### src/hw/rtl/eegl_ram.sv
// ----------------------------------------------------------------------------
// eegl_ram: generic single-port-write, registered-read memory
// One write and one read address per cycle; read data is registered and
// appears in the cycle after the address.
// ----------------------------------------------------------------------------
module eegl_ram #(
  parameter int WIDTH = 8,
  parameter int DEPTH = 16
) (
  input  logic                     clk,
  input  logic                     we,
  input  logic [$clog2(DEPTH)-1:0] waddr,
  input  logic [WIDTH-1:0]         wdata,
  input  logic [$clog2(DEPTH)-1:0] raddr,
  output logic [WIDTH-1:0]         rdata
);

  logic [WIDTH-1:0] mem [DEPTH];

  // write port
  always_ff @(posedge clk) begin
    if (we) begin
      mem[waddr] <= wdata;
    end
  end

  // registered read port
  always_ff @(posedge clk) begin
    rdata <= mem[raddr];
  end

endmodule

### config.mk
export PLATFORM = sky130hd
export DESIGN_NAME = eegl_ram
export DESIGN_NICKNAME = d
export VERILOG_FILES = /design/src/hw/rtl/eegl_ram.sv
export SDC_FILE = /design/constraint.sdc
export NUM_CORES = 1
export LEC_CHECK = 0
export ABC_AREA = 1
export BUFFER_PORTS_ARGS = -buffer_cell sky130_fd_sc_hd__buf_2
export CAP_MARGIN = 0
export CORE_AREA = 2 2 98 100
export CTS_BUF_LIST = sky130_fd_sc_hd__clkbuf_2 sky130_fd_sc_hd__clkbuf_4 sky130_fd_sc_hd__clkbuf_8
export DETAILED_ROUTE_END_ITERATION = 8
export DIE_AREA = 0 0 100 102
export GPL_TIMING_DRIVEN = 0
export PLACE_DENSITY_LB_ADDON = 0.08
export SYNTH_ARGS = -nofsm -noshare
export SYNTH_HDL_FRONTEND = slang
export SYNTH_SLANG_ARGS = --single-unit
export TNS_END_PERCENT = 50
### constraint.sdc
create_clock -name clk -period 2.4 [get_ports clk]
set_clock_uncertainty 0.15 [all_clocks]
set_input_delay 0.36 -clock clk [delete_from_list [all_inputs] [get_ports clk]]
set_output_delay 0.36 -clock clk [all_outputs]
set_load 0.1 [all_outputs]
==> summary.md <==
The slowest stage of the critical path belongs to the cell sky130_fd_sc_hd__buf_2. For the remaining routing DRC violations, the log shows 0. The simple-gate area share of the yosys netlist is 21.05%. The number of global-route vias before repair was 3717.

The violation count after the first detailed-routing iteration is 477, and the synthesized instance count is 551. At the end of routability-driven placement, the weighted congestion stood at 0.8484. The share of cells above drive strength 1 is 12.73%. The slack of the worst reg-to-reg path is 1250 ps. Critical path class: reg -> out.

Across the whole layout, storage elements account for 4004 µm². STA classifies the critical path startpoint as a flop. The final max-slew violation count was 0. The tools report the number of nets with antenna violations after routing as 0. Number of diodes added for antenna fixing: 0. The worst setup path is captured at an output pin. The worst path uses 70.22% of the clock period. The effective utilization at floorplan came out at 63.31%. The final layout contains routed wiring with a total length of 13.09 mm. The data required time at the worst endpoint is 1890 ps. At the pin with the least slew margin, the transition time is 908.0 ps.

For the count of standard-cell rows, the log shows 35. Setup violations remaining at the end of the flow were counted as 0. For the area taken by multi-input logic gates, the log shows 1214 µm². The setup fix buffers added after clock tree synthesis is 0, and the static leakage is 2.789 nW.

Counting the buffers created by CTS gives 17. The per-instance average area after synthesis was 10.47 µm²; the via count normalized by instance count was 5.457. HPWL after detailed placement: 8.660 mm. The startpoint identified for the worst register-to-register timing path is mem[5][2]$_DFFE_PP_.

The Yosys step of the flow raised 0 warnings. The clock tree synthesis step divided the H-tree into 4 levels. Of the synthesized area, sequential elements account for 69.43%. The synthesized design spends more area on one cell type than any other, namely sky130_fd_sc_hd__edfxtp_1. The top cell family by delay on the critical path was buffers and inverters. In the synthesized netlist, mux cells make up 0% of the area. The summed negative setup slack over all endpoints was 0 ps. The worst-case IR drop observed on VDD is 472.8 µV.

Cells fill 70.16% of the core in the end. The cell count of the worst hold path was 1. The startpoint identified for the worst hold timing path is wdata[1].

For this design the top-level I/O count stands at 26. For this run, the post-layout net count is 610. Subtracting the final worst setup slack from the clock period gives 1685 ps.

Area growth from synthesis to final layout: 10.83%. The flow ran to the end, and the final reports show no timing, DRC or antenna violations. Sorting the synthesized cells by area gives the leading types as sky130_fd_sc_hd__edfxtp_1, sky130_fd_sc_hd__nand2_1, sky130_fd_sc_hd__nand3_1.

The largest family of logic cells by synthesized area is simple AND/OR/NAND/NOR gates. The most common cell after layout, fill and taps aside is sky130_fd_sc_hd__nand2_1. In this run the critical register-to-register path is captured at rdata[2]$_DFF_P_. The clock root buffer is sky130_fd_sc_hd__clkbuf_8. Setup repair after global routing left no endpoint under its margin.

The run gives 9109 µm² as the area inside the core boundary. The number of placed instances, taps included, is 684. The class of the most critical hold timing path was in -> reg.

Summing the areas of all compound-gate instances in the mapped netlist gives 0% of the synthesized area. Measured along the y axis, the die boundary spans 102 µm. After clock tree synthesis, the clock-pin slew on the worst setup and hold paths is 80 ps. The netlist area before placement was 5767 µm². In the layout the commonest cells are sky130_fd_sc_hd__nand2_1, sky130_fd_sc_hd__edfxtp_1, sky130_fd_sc_hd__inv_1. For this design the ratio of total power to cell area is 766.8 nW/µm². Global-route wire length before repair: 20.36 mm.

TritonCTS built the clock tree. The finished layout holds 716 standard cells, fillers aside. For the post-route total power, the log shows 0.004901 W. Measured in cells, the most critical reg-to-reg path has a length of 6. The run gives 430 ps as the clock network latency to the later pin of the worst-skew pair. Across the run, the number of max-cap violations was 0.

The number of iterations in the first detailed-routing pass is 5. Counting every sink on the clock net gives 136. The maximum cell stage delay along the critical path is 420 ps.

The worst path buffer plus inverter count came out at 1. Dividing the detail-routed wire length by the instance count gives 18.28 µm. In this run, synthesis produced a sequential element count of 136. The initial antenna violation count is 0. The top fanout value on the critical path came out at 1. The area share of fa/ha/maj cells after synthesis is 0%, and the pin count of the biggest net entering global routing is 17. Derived from the worst setup path, the maximum achievable clock frequency is 0.5933 GHz. For the final count of hold timing violations, the log shows 0.

The routed layout has 3907 vias. After clock tree synthesis, the flow added hold-fix buffers numbering 0. The parity-gate share of the synthesized area counting xor and xnor cells is 0%, and the count of fill cells added during filler insertion is 673. The horizontal extent of the die is 100 µm, and the post-synthesis net count is 569.

The tools report the worst hold endpoint as mem[1][1]$_DFFE_PP_. In this run the deepest clock path goes through 2 buffers. The number of gates resized after CTS was 0. In the global route stage, overall resource usage came out at 28.20%. The total overflow left after global routing is 0. Walking the worst path, the cells encountered are buf_2.

In this run the tightest slew margin relative to its limit is 39.25%. For the critical path arrival, the log shows 1180 ps. The distinct cell type count after synthesis is 12, and the share of the synthesized area in the top cell type is 66.65%.

The count of input and output buffers was 22; the die area was 10200 µm².
worst max path at each step:
stage                                      end             start  slack (ps)  depth (start not counted)
final                                 rdata[7]  rdata[7]$_DFF_P_         710                          1
after global routing                  rdata[7]  rdata[7]$_DFF_P_         680                          1
after CTS                             rdata[7]  rdata[7]$_DFF_P_         700                          1
after detailed placement  mem[13][0]$_DFFE_PP_          waddr[1]         380                          4
after global placement     mem[7][0]$_DFFE_PP_          waddr[3]         370                          3
after floorplan           mem[10][0]$_DFFE_PP_          waddr[2]         940                          2
synth_stat cells:
cell type and instances:
sky130_fd_sc_hd__buf_6 6, sky130_fd_sc_hd__nand3b_1 2, sky130_fd_sc_hd__nand2_1 173, sky130_fd_sc_hd__buf_4 4, sky130_fd_sc_hd__buf_1 1, sky130_fd_sc_hd__dfxtp_1 8
sky130_fd_sc_hd__edfxtp_1 128, sky130_fd_sc_hd__nand3_1 97, sky130_fd_sc_hd__nor2_1 17, sky130_fd_sc_hd__inv_1 100, sky130_fd_sc_hd__buf_2 13, sky130_fd_sc_hd__inv_2 2
stage by stage:
stage / worst slack, ps / instance area (µm²) / hold slack [ps]
global route: 676.7 / 6391 / 202.7
detailed placement: 381.0 / 6016 / 532.7
CTS: 697.2 / 6391 / 187.9
global placement: 368.0 / 6016 / 521.3
floorplan: 939.2 / 5767 / 308.9
finish: 714.7 / 6391 / 209.2
report_power, final:
| part | total [W] | switching (W) | leakage (nW) | internal, W |
|---|---|---|---|---|
| clock | 0.00178 | 0.000865 | 0.179 | 0.000918 |
| sequential | 0.00267 | 0.0000132 | 1.22 | 0.00265 |
| combinational | 0.000452 | 0.000350 | 1.39 | 0.000102 |
per-layer routing:
metal	global-route usage [%]	share of wire (%)
met2	41.06	43
met1	43.10	46
met4	10.75	1.7
met5	0	0
met3	4.993	9.6
flip-flops by register name, indices dropped and copies added, names as in the netlist:
name / cells
rdata: 8
mem: 128
kinds of logic (layout without fill, tap and decap cells):
family	after synthesis	count (layout)
simple gates	289	289
flops	136	136
buf+inv	126	180
worst register-to-register path, cell delays in order (launching register included):
cell	delay [ps]
sky130_fd_sc_hd__edfxtp_1	380
sky130_fd_sc_hd__inv_1	60
sky130_fd_sc_hd__nand2_1	40
sky130_fd_sc_hd__nand3_1	110
sky130_fd_sc_hd__nand3_1	90
sky130_fd_sc_hd__nand3_1	140
sky130_fd_sc_hd__nand2_1	80
layout make-up:
class                           instances  share of cell area (%)
Buffer                                 24                   2.604
Clock buffer                           18                   3.778
Clock inverter                         14                   2.095
Inverter                              102                   5.991
Multi-Input combinational cell        289                   18.99
Sequential cell                       136                   62.65
Tap cell                              111                   2.173
Timing Repair Buffer                   22                   1.723
(Power assumes the default switching activity.)
