`src/hw/rtl/eegl_pkg.sv`:
```
// ----------------------------------------------------------------------------
// eegl_pkg: shared constants and types for the gcd / lcm block
// Operand widths, stream packing offsets and the divider request and
// response bundles.
// ----------------------------------------------------------------------------
package eegl_pkg;

  localparam int OPERAND_BITS = 31;
  localparam int COEF_BITS    = OPERAND_BITS + 1;
  localparam int LCM_BITS     = 2 * OPERAND_BITS;
  localparam int PROD_BITS    = 2 * COEF_BITS;

  // quotient stack, deep enough for the longest remainder chain
  localparam int QSTACK_DEPTH = 128;
  localparam int QADDR_BITS   = $clog2(QSTACK_DEPTH);
  localparam int DEPTH_BITS   = $clog2(QSTACK_DEPTH + 1);

  // serial divider iteration counter
  localparam int DIV_CNT_BITS = $clog2(OPERAND_BITS + 1);

  // input beat packing
  localparam int A_LSB        = 0;
  localparam int B_LSB        = OPERAND_BITS;
  localparam int IN_DATA_BITS = ((2 * OPERAND_BITS + 7) / 8) * 8;

  // output beat packing
  localparam int GCD_LSB       = 0;
  localparam int X_LSB         = OPERAND_BITS;
  localparam int Y_LSB         = X_LSB + COEF_BITS;
  localparam int LCM_LSB       = Y_LSB + COEF_BITS;
  localparam int OUT_USED_BITS = LCM_LSB + LCM_BITS;
  localparam int OUT_DATA_BITS = ((OUT_USED_BITS + 7) / 8) * 8;

  // request into the shared divider
  typedef struct packed {
    logic                    start;
    logic [OPERAND_BITS-1:0] dividend;
    logic [OPERAND_BITS-1:0] divisor;
  } div_req_t;

  // status back from the shared divider
  typedef struct packed {
    logic                    done;
    logic [OPERAND_BITS-1:0] quotient;
    logic [OPERAND_BITS-1:0] remainder;
  } div_rsp_t;

endpackage

```
`src/hw/rtl/eegl_div.sv`:
```
// ----------------------------------------------------------------------------
// eegl_div: shared restoring divider
// One quotient bit per cycle; quotient and remainder hold after done
// until the next start.
// ----------------------------------------------------------------------------
module eegl_div
  import eegl_pkg::*;
(
  input  logic     clk,
  input  logic     rst,
  input  div_req_t req,
  output div_rsp_t rsp
);

  logic                    busy;
  logic                    done;
  logic [DIV_CNT_BITS-1:0] cnt;
  logic [OPERAND_BITS-1:0] quot;
  logic [OPERAND_BITS-1:0] rem;
  logic [OPERAND_BITS-1:0] dvs;
  logic [OPERAND_BITS:0]   trial;

  // trial subtract of the divisor from the shifted partial remainder
  assign trial = {rem, quot[OPERAND_BITS-1]} - {1'b0, dvs};

  // control
  always_ff @(posedge clk) begin
    if (rst) begin
      busy <= 1'b0;
      done <= 1'b0;
    end else begin
      done <= 1'b0;
      if (req.start) begin
        busy <= 1'b1;
      end else if (busy && cnt == DIV_CNT_BITS'(1)) begin
        busy <= 1'b0;
        done <= 1'b1;
      end
    end
  end

  // datapath
  always_ff @(posedge clk) begin
    if (req.start) begin
      cnt  <= DIV_CNT_BITS'(OPERAND_BITS);
      quot <= req.dividend;
      rem  <= '0;
      dvs  <= req.divisor;
    end else if (busy) begin
      cnt <= cnt - DIV_CNT_BITS'(1);
      if (!trial[OPERAND_BITS]) begin
        rem  <= trial[OPERAND_BITS-1:0];
        quot <= {quot[OPERAND_BITS-2:0], 1'b1};
      end else begin
        rem  <= {rem[OPERAND_BITS-2:0], quot[OPERAND_BITS-1]};
        quot <= {quot[OPERAND_BITS-2:0], 1'b0};
      end
    end
  end

  assign rsp.done      = done;
  assign rsp.quotient  = quot;
  assign rsp.remainder = rem;

  // a new division never lands on one in flight
  a_start_idle: assert property (@(posedge clk) disable iff (rst)
    req.start |-> !busy)
    else $error("divider started while busy");

  // remainder always ends below the divisor
  a_rem_range: assert property (@(posedge clk) disable iff (rst)
    done |-> rem < dvs)
    else $error("divider remainder not below divisor");

endmodule

```
`config.mk`:
```
export PLATFORM = sky130hd
export DESIGN_NAME = eegl_div
export DESIGN_NICKNAME = d
export VERILOG_FILES = /design/src/hw/rtl/eegl_pkg.sv /design/src/hw/rtl/eegl_div.sv
export SDC_FILE = /design/constraint.sdc
export NUM_CORES = 1
export LEC_CHECK = 0
export BUFFER_PORTS_ARGS = -buffer_cell sky130_fd_sc_hd__buf_2
export CAP_MARGIN = 5
export CORE_UTILIZATION = 55
export CTS_CLUSTER_SIZE = 16
export DETAILED_ROUTE_END_ITERATION = 12
export PLACE_DENSITY = 0.88
export SYNTH_ARGS = -nofsm -noshare
export SYNTH_HDL_FRONTEND = slang
export SYNTH_SLANG_ARGS = --single-unit
```
`constraint.sdc`:
```
create_clock -name clk -period 3.2 [get_ports clk]
set_input_delay 0.64 -clock clk [delete_from_list [all_inputs] [get_ports clk]]
set_output_delay 0.64 -clock clk [all_outputs]
set_load 0.01 [all_outputs]
```
==> impl_results.md, run 1 <==
* RSZ-0062 raised after global routing: no
* Worst hold start: req[21]
* Crit path max-delay family: compound AO/OA/AOI/OAI gates
* Gr usage total at 0.254
* Critical Path Sink Type: flop
* Hold Path Depth at 1
* Syn nets at 665
* Most used DFF post-synth: edfxtp_1
* Min cycle time layout at 3.01 ns
* # rows at 37
* Routed Antenna Nets at 0
* Fin crit share at 0.940
* CP bufs+invs at 2
* Post-route insts no fill at 827
* Crit start category: flop
* Multi-input gate area at 2890 µm²
* Worst Tran Pin Value at 0.655 ns
* Pwr Total at 3.19 mW
* Final hold slack at 0.407 ns
* Most frequent cells in the layout: buf_2 (126), edfxtp_1 (62), inv_1 (42), nand2_1 (40)
* Post-synthesis cell area at 5810 µm²
* Largest net degree at the start of global routing at 43
* FF/Latch Area at 2620 µm²
* Most common cell after layout, fill and taps aside: buf_2
* Starting Density at 0.565
* FF+latch count, synth at 100
* Clk slew on worst S/H paths at 0.11 ns
* Status: finished clean
* Wire per inst at 16.3 µm
* Worst reg2reg path depth at 11
* Post-Route Setup TNS at 0 ns
* Core Region at 10,300 µm²
* First-pass GRT wire length at 22.1 mm
* Pre-CTS setup slack at 0.198 ns
* Initial antenna violation count at 0
* Clock skew at 0.0222 ns
* CP peak stage delay at 0.46 ns
* TritonRoute pass-1 iters at 5
* Cell variety after synth at 61
* Via count at 4,744
* GP Congestion at 0.920
* # Max-Cap Violations at 0
* Dpl cells at 811
* Asr flop ratio synth at 0
* Antenna diodes at 0
* Post-Route WL at 13.5 mm
* PwrDens at 469 nW/µm²
* DRC Markers at 0
* Fmax at 333 MHz
* Clock latency on the worst-skew pair at 0.40 ns
* Clk root buf: clkbuf_8
* CTS tree: yes
* Grt total ovfl at 0
* Rel. slew slack at 0.563
* Final Max Tran Viols at 0
* Number of global-route vias before repair at 4,716
* Clock sink count at 100
* Hold Path End: dvs[21]
* Detail Placement HPWL at 10.1 mm
* Setup-failing EPs final at 0
* Hold Path Class: input port to flop
* Avg Vias per Cell at 5.74
* CP cell instances: inv_1 > ha_1 > a21oi_1 > o21ai_0 > a21oi_1 > o21a_1 > o21ai_4 > mux2i_4 > buf_12 > mux2i_1 > a211oi_1
* Mean Syn Cell Area at 10.3 µm²
* Chip height at 105 µm
* CP dominant cell by count: a21oi_1
* Post-Synthesis Cells at 566
* DRT iter0 DRCs at 320
* Die Span X at 105 µm
* Post-synth EDFFs at 62
* CP max FO at 21
* PnR worst setup slack at 0.193 ns
* Die area at 11,000 µm²
* Crit path kind: flop to flop
* Critical path's slowest cell: mux2i_4
* Io pins at 128
* Warnings, synthesis at 0
* Area Overhead vs Synth at 17.0%
* Reg2reg end: rem[9]
* Reg-to-reg setup timing slack at 0.19 ns
* VDD IR max at 0.425 mV
* Worst reg2reg path startpoint: dvs[18]
* Worst EP required at 3.45 ns
* Worst-case clock buffer depth at 2
* Fillers at 840
* H-tree level count at 3
* P_leak at 3.06 nW
* Setup Buffers After CTS at 0
* CP arrival at 3.25 ns
* Final Hold Vio Count at 0
* IO buf count at 127
* Register area share after synthesis at 0.452
* CTS buffer count at 9
* Layout cells sized above 1 at 0.278
* # nets final at 785
-- registers in the layout (all words and copies together), names as in the netlist --
name,count
busy,1
done,1
quot,31
dvs,31
rem,31
cnt,5
-- metrics by stage --
step / cell area [µm²] / utilization
final: 6800 / 0.661
after global routing: 6800 / 0.661
after CTS: 6790 / 0.660
after detailed placement: 6580 / 0.640
after global placement: 6580 / 0.640
after floorplan: 5810 / -
-- worst max-delay path by stage --
stage               slack (ns)      from      end  cells after the start
floorplan                 0.49  quot[30]  rem[26]                     11
global placement          0.25  quot[30]  rem[26]                     11
detailed placement        0.20  quot[30]  rem[26]                     11
CTS                       0.12  quot[30]  rem[26]                     11
global route              0.03  quot[30]  rem[24]                     11
finish                    0.19   dvs[18]   rem[9]                     11
-- what timing repair did --
action	4_1_cts	5_1_grt
setup endpoints to repair	0	2
hold buffers	0	0
resized for setup	0	1
-- cell usage after synthesis (all sizes together), types with 7 or more instances --
library cell	instances	area [µm²]
nand2	40	150
nor2	38	143
inv	42	158
dfxtp	38	761
a21o	10	75.1
xor2	7	61.3
mux2	30	338
nand2b	13	81.3
edfxtp	62	1860
ha	33	413
xnor2	24	210
nand3	17	85.1
clkbuf	14	53.8
a311oi	7	67.6
o21ai	28	151
mux2i	20	213
a211oi	14	105
buf	15	86.3
a21oi	36	184
-- cell type report --
cell class | instances | area share
clock buffer | 10 | 0.0188
clock inverter | 6 | 0.0116
inverter | 42 | 0.0232
multi-input combinational | 395 | 0.426
sequential | 100 | 0.386
tap | 136 | 0.0250
timing repair buffer | 138 | 0.110
-- power by group --
group | switching, mW | leakage, nW | internal (mW)
clock network | 0.490 | 0.105 | 0.380
registers | 0.0609 | 0.926 | 1.48
logic | 0.438 | 2.03 | 0.335
-- logic make-up after synthesis --
group | synth area share
muxes | 0.0948
xor gates and xnor gates | 0.0468
and+or+nand+nor | 0.121
AOI/OAI and AO/OA | 0.160
adders and majority gates | 0.0746
DFF | 0.452
buffers and inverters | 0.0513
-- metal layers --
| layer | vias to the layer above | GRT usage | part of all wire | wire (µm) |
|---|---|---|---|---|
| met1 | 2235 | 0.308 | 0.42 | 5620 |
| li1 | 2306 | - | - | - |
| met5 | - | 0 | 0 | 0 |
| met4 | 0 | 0.102 | 0.023 | 307 |
| met3 | 31 | 0.0505 | 0.056 | 757 |
| met2 | 172 | 0.442 | 0.50 | 6810 |
No activity file was read; power rests on OpenSTA's default activity.
==> run 2: changes to the inputs <==
- CORE_MARGIN: default -> 1.5
- CTS_CLUSTER_SIZE: 16 -> 40
==> run 2 against run 1 <==
Effect of this change:
- non-clock buffer count is 2 lower
- first-iteration DRC count fell by 22%
- combinational power shrank 2%
- clock skew is 0.0098 ns lower
- clock power decreased by 2%
- die area increased by 1.9%
- sequential power is essentially flat
- setup slack improved by 0.075 ns
- routed wire length is 2.1% lower
- maximum frequency increased by 2.6%
- register-to-register slack better by 0.08 ns
- cell count fell by 0.24%
- critical endpoint is now rem[2]
==> impl_results.md, run 2 (synthesis gave the netlist of run 1 again) <==
* Status: finished clean
* PwrDens at 468 nW/µm²
* Worst EP required at 3.45 ns
* Hold Path Class: input port to flop
* H-tree level count at 3
* P_leak at 3.03 nW
* FF/Latch Area at 2620 µm²
* Layout cells sized above 1 at 0.276
* Worst Tran Pin Value at 0.708 ns
* # rows at 37
* Most frequent cells in the layout: buf_2 (126), edfxtp_1 (62), inv_1 (42), nand2_1 (40)
* CP max FO at 23
* Routed Antenna Nets at 0
* Final Max Tran Viols at 0
* Starting Density at 0.565
* Clk root buf: clkbuf_8
* DRT iter0 DRCs at 250
* CP arrival at 3.19 ns
* Multi-input gate area at 2890 µm²
* PnR worst setup slack at 0.269 ns
* # Max-Cap Violations at 0
* Setup-failing EPs final at 0
* Rel. slew slack at 0.528
* CP peak stage delay at 0.46 ns
* Post-Route WL at 13.2 mm
* Most common cell after layout, fill and taps aside: buf_2
* Number of global-route vias before repair at 4,540
* GP Congestion at 0.954
* Post-Route Setup TNS at 0 ns
* Grt total ovfl at 0
* Fmax at 341 MHz
* Die Span X at 106 µm
* Gr usage total at 0.247
* Crit path kind: flop to flop
* CTS tree: yes
* Detail Placement HPWL at 9.79 mm
* VDD IR max at 0.367 mV
* Avg Vias per Cell at 5.71
* First-pass GRT wire length at 21.7 mm
* Post-layout util at 0.657
* DRC Markers at 0
* Min cycle time layout at 2.93 ns
* Pre-CTS setup slack at 0.188 ns
* Antenna diodes at 0
* Crit start category: flop
* Pwr Total at 3.16 mW
* Chip height at 106 µm
* Clock latency on the worst-skew pair at 0.40 ns
* Worst-case clock buffer depth at 2
* TritonRoute pass-1 iters at 5
* Wire per inst at 16.0 µm
* Clock sink count at 100
* Largest net degree at the start of global routing at 35
* Die area at 11,200 µm²
* Area Overhead vs Synth at 16.3%
* Critical Path Sink Type: flop
* Io pins at 128
* Fin crit share at 0.916
* Biggest regs: dvs: 31 flops, quot: 31 flops, rem: 31 flops
* CP cell instances: inv_1 > ha_1 > nand4_2 > or2_1 > o22ai_1 > a21oi_2 > o21ai_4 > mux2i_4 > buf_4 > mux2i_1 > o21ai_0
* # nets final at 783
* Clock skew at 0.0124 ns
* Setup Buffers After CTS at 0
* CTS buffer count at 9
* RSZ-0062 raised after global routing: no
* IO buf count at 127
* Via count at 4,709
* Fillers at 821
* Core Region at 10,300 µm²
* Critical path's slowest cell: ha_1
* Final Hold Vio Count at 0
* Clk slew on worst S/H paths at 0.10 ns
* Initial antenna violation count at 0
==> run 2: cell count changes in the layout (fill, tap and decap cells not counted) <==
cell / previous run / this run
clkinv_1: 0 / 1
inv_8: 2 / 1
inv_6: 2 / 3
clkbuf_1: 1 / 0
buf_12: 2 / 0
==> run 2: path summary, 6_finish.rpt <==
path / start / endpoint / cells after the start / slack, ns
max: dvs[13] / rem[2] / 11 / 0.27
min: req[9] / dvs[9] / 1 / 0.41
max reg2reg: dvs[13] / rem[2] / 11 / 0.27
min reg2reg: rem[18] / rem[18] / 2 / 0.50
==> run 2: critical path, delay by kind of cell (launching register included) <==
family                   cells  cell delay, ns
buffers and inverters        2            0.37
AND/OR/NAND/NOR              2            0.46
flip-flops                   1            0.35
AO/OA/AOI/OAI                4            0.62
multiplexers                 2            0.55
adder cells (fa/ha/maj)      1            0.46
==> run 2: per-layer routing <==
| layer | track usage | part of all wire | up-vias |
|---|---|---|---|
| li1 | - | - | 2302 |
| met1 | 0.328 | 0.44 | 2209 |
| met2 | 0.381 | 0.47 | 166 |
| met3 | 0.0594 | 0.058 | 32 |
| met4 | 0.112 | 0.027 | 0 |
| met5 | 0 | 0 | - |
==> run 2: area by class of cell <==
type                       count  area share
clock inverter                 7      0.0119
tap                          136      0.0252
sequential                   100       0.388
timing repair buffer         136       0.105
multi-input combinational    395       0.428
clock buffer                   9      0.0183
inverter                      42      0.0233
==> run 2: stage by stage <==
step | instance area (µm²) | hold slack (ns) | cells
finish | 6750 | 0.414 | 825
global route | 6750 | 0.387 | 825
CTS | 6750 | 0.395 | 825
detailed placement | 6540 | 0.496 | 809
global placement | 6540 | 0.479 | 809
floorplan | 5810 | 0.462 | 566
==> run 2: timing repair <==
| item | in CTS | in global routing |
|---|---|---|
| hold buffers | 0 | 0 |
| setup endpoints to repair | 0 | 1 |
| resized for setup | 0 | 1 |
==> run 2: where the power goes <==
group / internal, mW / switching (mW) / leakage [nW]
Combinational: 0.325 / 0.433 / 2.00
Sequential: 1.48 / 0.0610 / 0.926
Clock: 0.374 / 0.481 / 0.104
Total: 2.18 / 0.975 / 3.03
